--- src/rtl/polynomial_bank_evaluator_core_assert.svh ---
// assertion macros shared by the polynomial bank evaluator rtl
`ifndef POLYNOMIAL_BANK_EVALUATOR_CORE_ASSERT_SVH
`define POLYNOMIAL_BANK_EVALUATOR_CORE_ASSERT_SVH

`ifndef NO_ASSERTIONS

// condition that must hold at every clock edge out of reset
`define PBE_ASSERT(label, expr, msg) \
    label: assert property (@(posedge aclk) disable iff (!aresetn) (expr)) else $error(msg);

// same-cycle implication
`define PBE_ASSERT_IMPL(label, ante, cons, msg) \
    label: assert property (@(posedge aclk) disable iff (!aresetn) (ante) |-> (cons)) \
        else $error(msg);

// next-cycle implication
`define PBE_ASSERT_NEXT(label, ante, cons, msg) \
    label: assert property (@(posedge aclk) disable iff (!aresetn) (ante) |=> (cons)) \
        else $error(msg);

`else

`define PBE_ASSERT(label, expr, msg)
`define PBE_ASSERT_IMPL(label, ante, cons, msg)
`define PBE_ASSERT_NEXT(label, ante, cons, msg)

`endif

`endif

--- src/rtl/pbe_ram.sv ---
// generic single-write single-read ram with registered read data
`timescale 1ns / 1ps

module pbe_ram #(
    parameter int WIDTH = 32,
    parameter int DEPTH = 128
) (
    input  logic                     aclk,
    input  logic                     wr_en,
    input  logic [$clog2(DEPTH)-1:0] wr_addr,
    input  logic [WIDTH-1:0]         wr_data,
    input  logic [$clog2(DEPTH)-1:0] rd_addr,
    output logic [WIDTH-1:0]         rd_data
);

    logic [WIDTH-1:0] mem [DEPTH];

    // write port and registered read port
    always_ff @(posedge aclk) begin
        if (wr_en) begin
            mem[wr_addr] <= wr_data;
        end
        rd_data <= mem[rd_addr];
    end

endmodule
--- config.mk ---
export PLATFORM = sky130hd
export DESIGN_NAME = pbe_ram
export DESIGN_NICKNAME = d
export VERILOG_FILES = /design/src/rtl/polynomial_bank_evaluator_core_assert.svh /design/src/rtl/pbe_ram.sv
export SDC_FILE = /design/constraint.sdc
export NUM_CORES = 2
export LEC_CHECK = 0
export BUFFER_PORTS_ARGS = -buffer_cell sky130_fd_sc_hd__buf_4
export CORE_MARGIN = 4
export CORE_UTILIZATION = 60
export CTS_BUF_LIST = sky130_fd_sc_hd__clkbuf_2
export DETAILED_ROUTE_END_ITERATION = 12
export PLACE_DENSITY_LB_ADDON = 0.05
export RECOVER_POWER = 100
export SLEW_MARGIN = 20
export SYNTH_ARGS = -nofsm -noshare
export SYNTH_HDL_FRONTEND = slang
export SYNTH_SLANG_ARGS = --single-unit
export TNS_END_PERCENT = 50
--- constraint.sdc ---
create_clock -name aclk -period 10.9 [get_ports aclk]
set_clock_uncertainty 0.05 [all_clocks]
set_input_delay 1.635 -clock aclk [delete_from_list [all_inputs] [get_ports aclk]]
set_output_delay 1.635 -clock aclk [all_outputs]
set_load 0.01 [all_outputs]
==> impl_metrics.json <==
{
  "violations": "max-capacitance violations, max-slew violations",
  "route.detailed.drc": 0,
  "ys_seq_area_share_pct": 79.1,
  "syn_inst": 5990,
  "worstPathRequired_ns": 12.94,
  "cts_root_buffer": "clkbuf_2",
  "yosys_most_used_dff": "edfxtp_1",
  "dr.pass1.iters": 7,
  "clock_latency_ns": 2.21,
  "setup_ws_ns": 4.04,
  "antenna_found_initial": 63,
  "overflow": 0,
  "setup_violations": 0,
  "reg2reg_slack_ns": 7.95,
  "cap_viol_max_count": 213,
  "pre_cts_ws_ns": 4.91,
  "fill_cells": 17200,
  "cts_inserted_buffers": 960,
  "core_area_mm2": 0.259,
  "drtIter0Drc": 10300,
  "ff2ff_path_depth": 5,
  "synthMostInstantiatedCell": "edfxtp_1",
  "synth_cell_types": 17,
  "path_clk_slew_ns": 0.11,
  "grt.total_usage_pct": 31.2,
  "syn_area_mm2": 0.156,
  "synth_area_leaders": "edfxtp_1 (79%), mux4_2 (19%), clkbuf_1 (0.44%)",
  "arrival_ns": 8.90,
  "hp-class": "input pin to flip-flop",
  "p_total_w": 0.0290,
  "cts_tree": "yes",
  "power.density_mw_per_mm2": 170,
  "synth_nets": 6038,
  "worstReg2RegEnd": "rd_data[8]",
  "fmax_ghz": 0.146,
  "clockBufferDepth": 4,
  "detail_route.wl_per_cell_um": 37.1,
  "postSynthAreaPerCell_um2": 26.1,
  "floorplan.initialDensity_pct": 60.2,
  "grt_pass1_vias": 75800,
  "postRouteAntennaNets": 0,
  "io_buffers": 79,
  "slew_headroom_pct": -204,
  "ys_ff_latch": 4128,
  "synth_edf_count": 4096,
  "rows": 187,
  "fin_util_pct": 65.7,
  "place_congestion": 0.825,
  "path_class": "input pin to flip-flop",
  "hold_viol": 0,
  "grt_setup_unrepaired": "false",
  "dp_hpwl_mm": 222,
  "yosysTopAreaCell": "edfxtp_1",
  "async_flop_share_pct": 0,
  "ios": 80,
  "die_w_um": 518,
  "start_kind": "input pin",
  "syn_to_final_growth_pct": 9.13,
  "grt_pass1_wl_mm": 578,
  "fp.dieArea_mm2": 0.269,
  "min_from": "wr_addr[6]",
  "ys.warnings.count": 0,
  "cts_sinks": 4128,
  "finalCriticalPeriod_ns": 6.86,
  "dieHeight_um": 518,
  "finalCritPeriodShare_pct": 62.9,
  "viasPerCell": 6.64,
  "crit_path_max_fanout": 126,
  "status": "finished with violations",
  "drive_gt1_share_pct": 38.9,
  "post_cts.repair.setup_buffers": 0,
  "dr_total_vias": 74200,
  "p_leak_nw": 53.3,
  "peakVddDrop_uv": 106,
  "r2r-start": "mem[69][8]",
  "worst_pin_slew_ns": 4.56,
  "drv_slew": 8701,
  "min_to": "mem[16][1]",
  "synth_top_area_share_pct": 78.7,
  "h-tree-depth": 6,
  "wl_mm": 415,
  "whs_path_depth": 4,
  "nets": 7016,
  "netlist_top_cells_count": "edfxtp_1 (4096), mux4_2 (1344), clkbuf_1 (182), nor2_1 (122), buf_2 (79)",
  "grt_max_degree": 135,
  "holdWs_ns": 0.102,
  "final.setup.tns_ns": 0,
  "critPathCaptureType": "flip-flop"
}
## through the flow
stage | instances | area [µm²]
after detailed placement | 9367 | 163000
after CTS | 11100 | 172000
after floorplan | 5990 | 156000
final | 11200 | 171000
after global routing | 11200 | 170000
after global placement | 9367 | 163000
## power by group
part           switching (W)  internal (W)
clock network        0.00596       0.00375
logic                0.00104      0.000635
registers          0.0000871        0.0175
## cell families (layout without fill, tap and decap cells)
| logic type | Yosys count | after routing | synth area share [%] |
|---|---|---|---|
| mux | 1376 | 1376 | 19.6 |
| flops | 4128 | 4128 | 79.1 |
| simple gates | 170 | 170 | 0.446 |
| other cells | 0 | 58 | 0 |
| buf+inv | 316 | 2041 | 0.839 |
## worst max path at each step
stage,start,endpoint,cells after the start
3_3_place_gp,rd_addr[2],rd_data[12],7
2_1_floorplan,wr_en,mem[98][0],3
5_1_grt,rd_addr[2],rd_data[12],7
3_5_place_dp,rd_addr[2],rd_data[12],7
4_1_cts,rd_data[8],rd_data[8],1
6_report,rd_addr[2],rd_data[8],8
## what timing repair did
action | 4_1_cts | 5_1_grt
endpoints found under the hold margin | 1912 | 0
hold buffers | 41 | 0
gates resized for setup | 0 | 0
## cells in the final DEF, fill, tap and decap left out, types with 2 or more instances in the layout
cell type / instances
edfxtp_1: 4096
clkbuf_2: 1414
mux4_2: 1344
clkbuf_1: 239
clkinv_1: 225
nor2_4: 85
diode_2: 58
dlygate4sd3_1: 41
nor2_1: 37
buf_4: 33
mux2_2: 32
dfxtp_1: 32
clkinv_2: 20
nand2_1: 14
buf_12: 13
nand3_1: 12
inv_2: 11
bufinv_16: 11
inv_6: 10
clkinvlp_4: 10
clkinv_4: 9
nor3_1: 8
nor2b_1: 7
nand4_1: 3
buf_8: 3
nand2b_1: 2
## flip-flops by register name (all words and copies together) (netlist names)
register and count:
rd_data 32, mem 4096
## worst max-delay path, cell delays in order
cell	delay (ns)
buf_8	0.59
clkbuf_1	0.98
clkbuf_2	2.69
mux4_2	0.54
mux4_2	0.65
mux4_2	0.50
dlygate4sd3_1	0.57
mux2_2	0.26
## cell type report
cell class                 count  area, µm²  area share [%]
sequential                  4128     124000            72.5
multi-input combinational   1546      32000            18.7
clock buffer                1413       7070            4.15
tap                         3402       4260            2.50
timing repair buffer         332       1900            1.12
clock inverter               296       1560           0.913
antenna                       58        145          0.0851
## per-layer routing
layer,global-route usage [%],routed length [µm],vias to the layer above
met5,0,176,-
met4,12.4,17200,26
met3,6.95,45100,703
met2,49.2,203000,4660
met1,43.6,149000,39800
li1,-,-,29100
No activity file was read; power rests on OpenSTA's default activity.
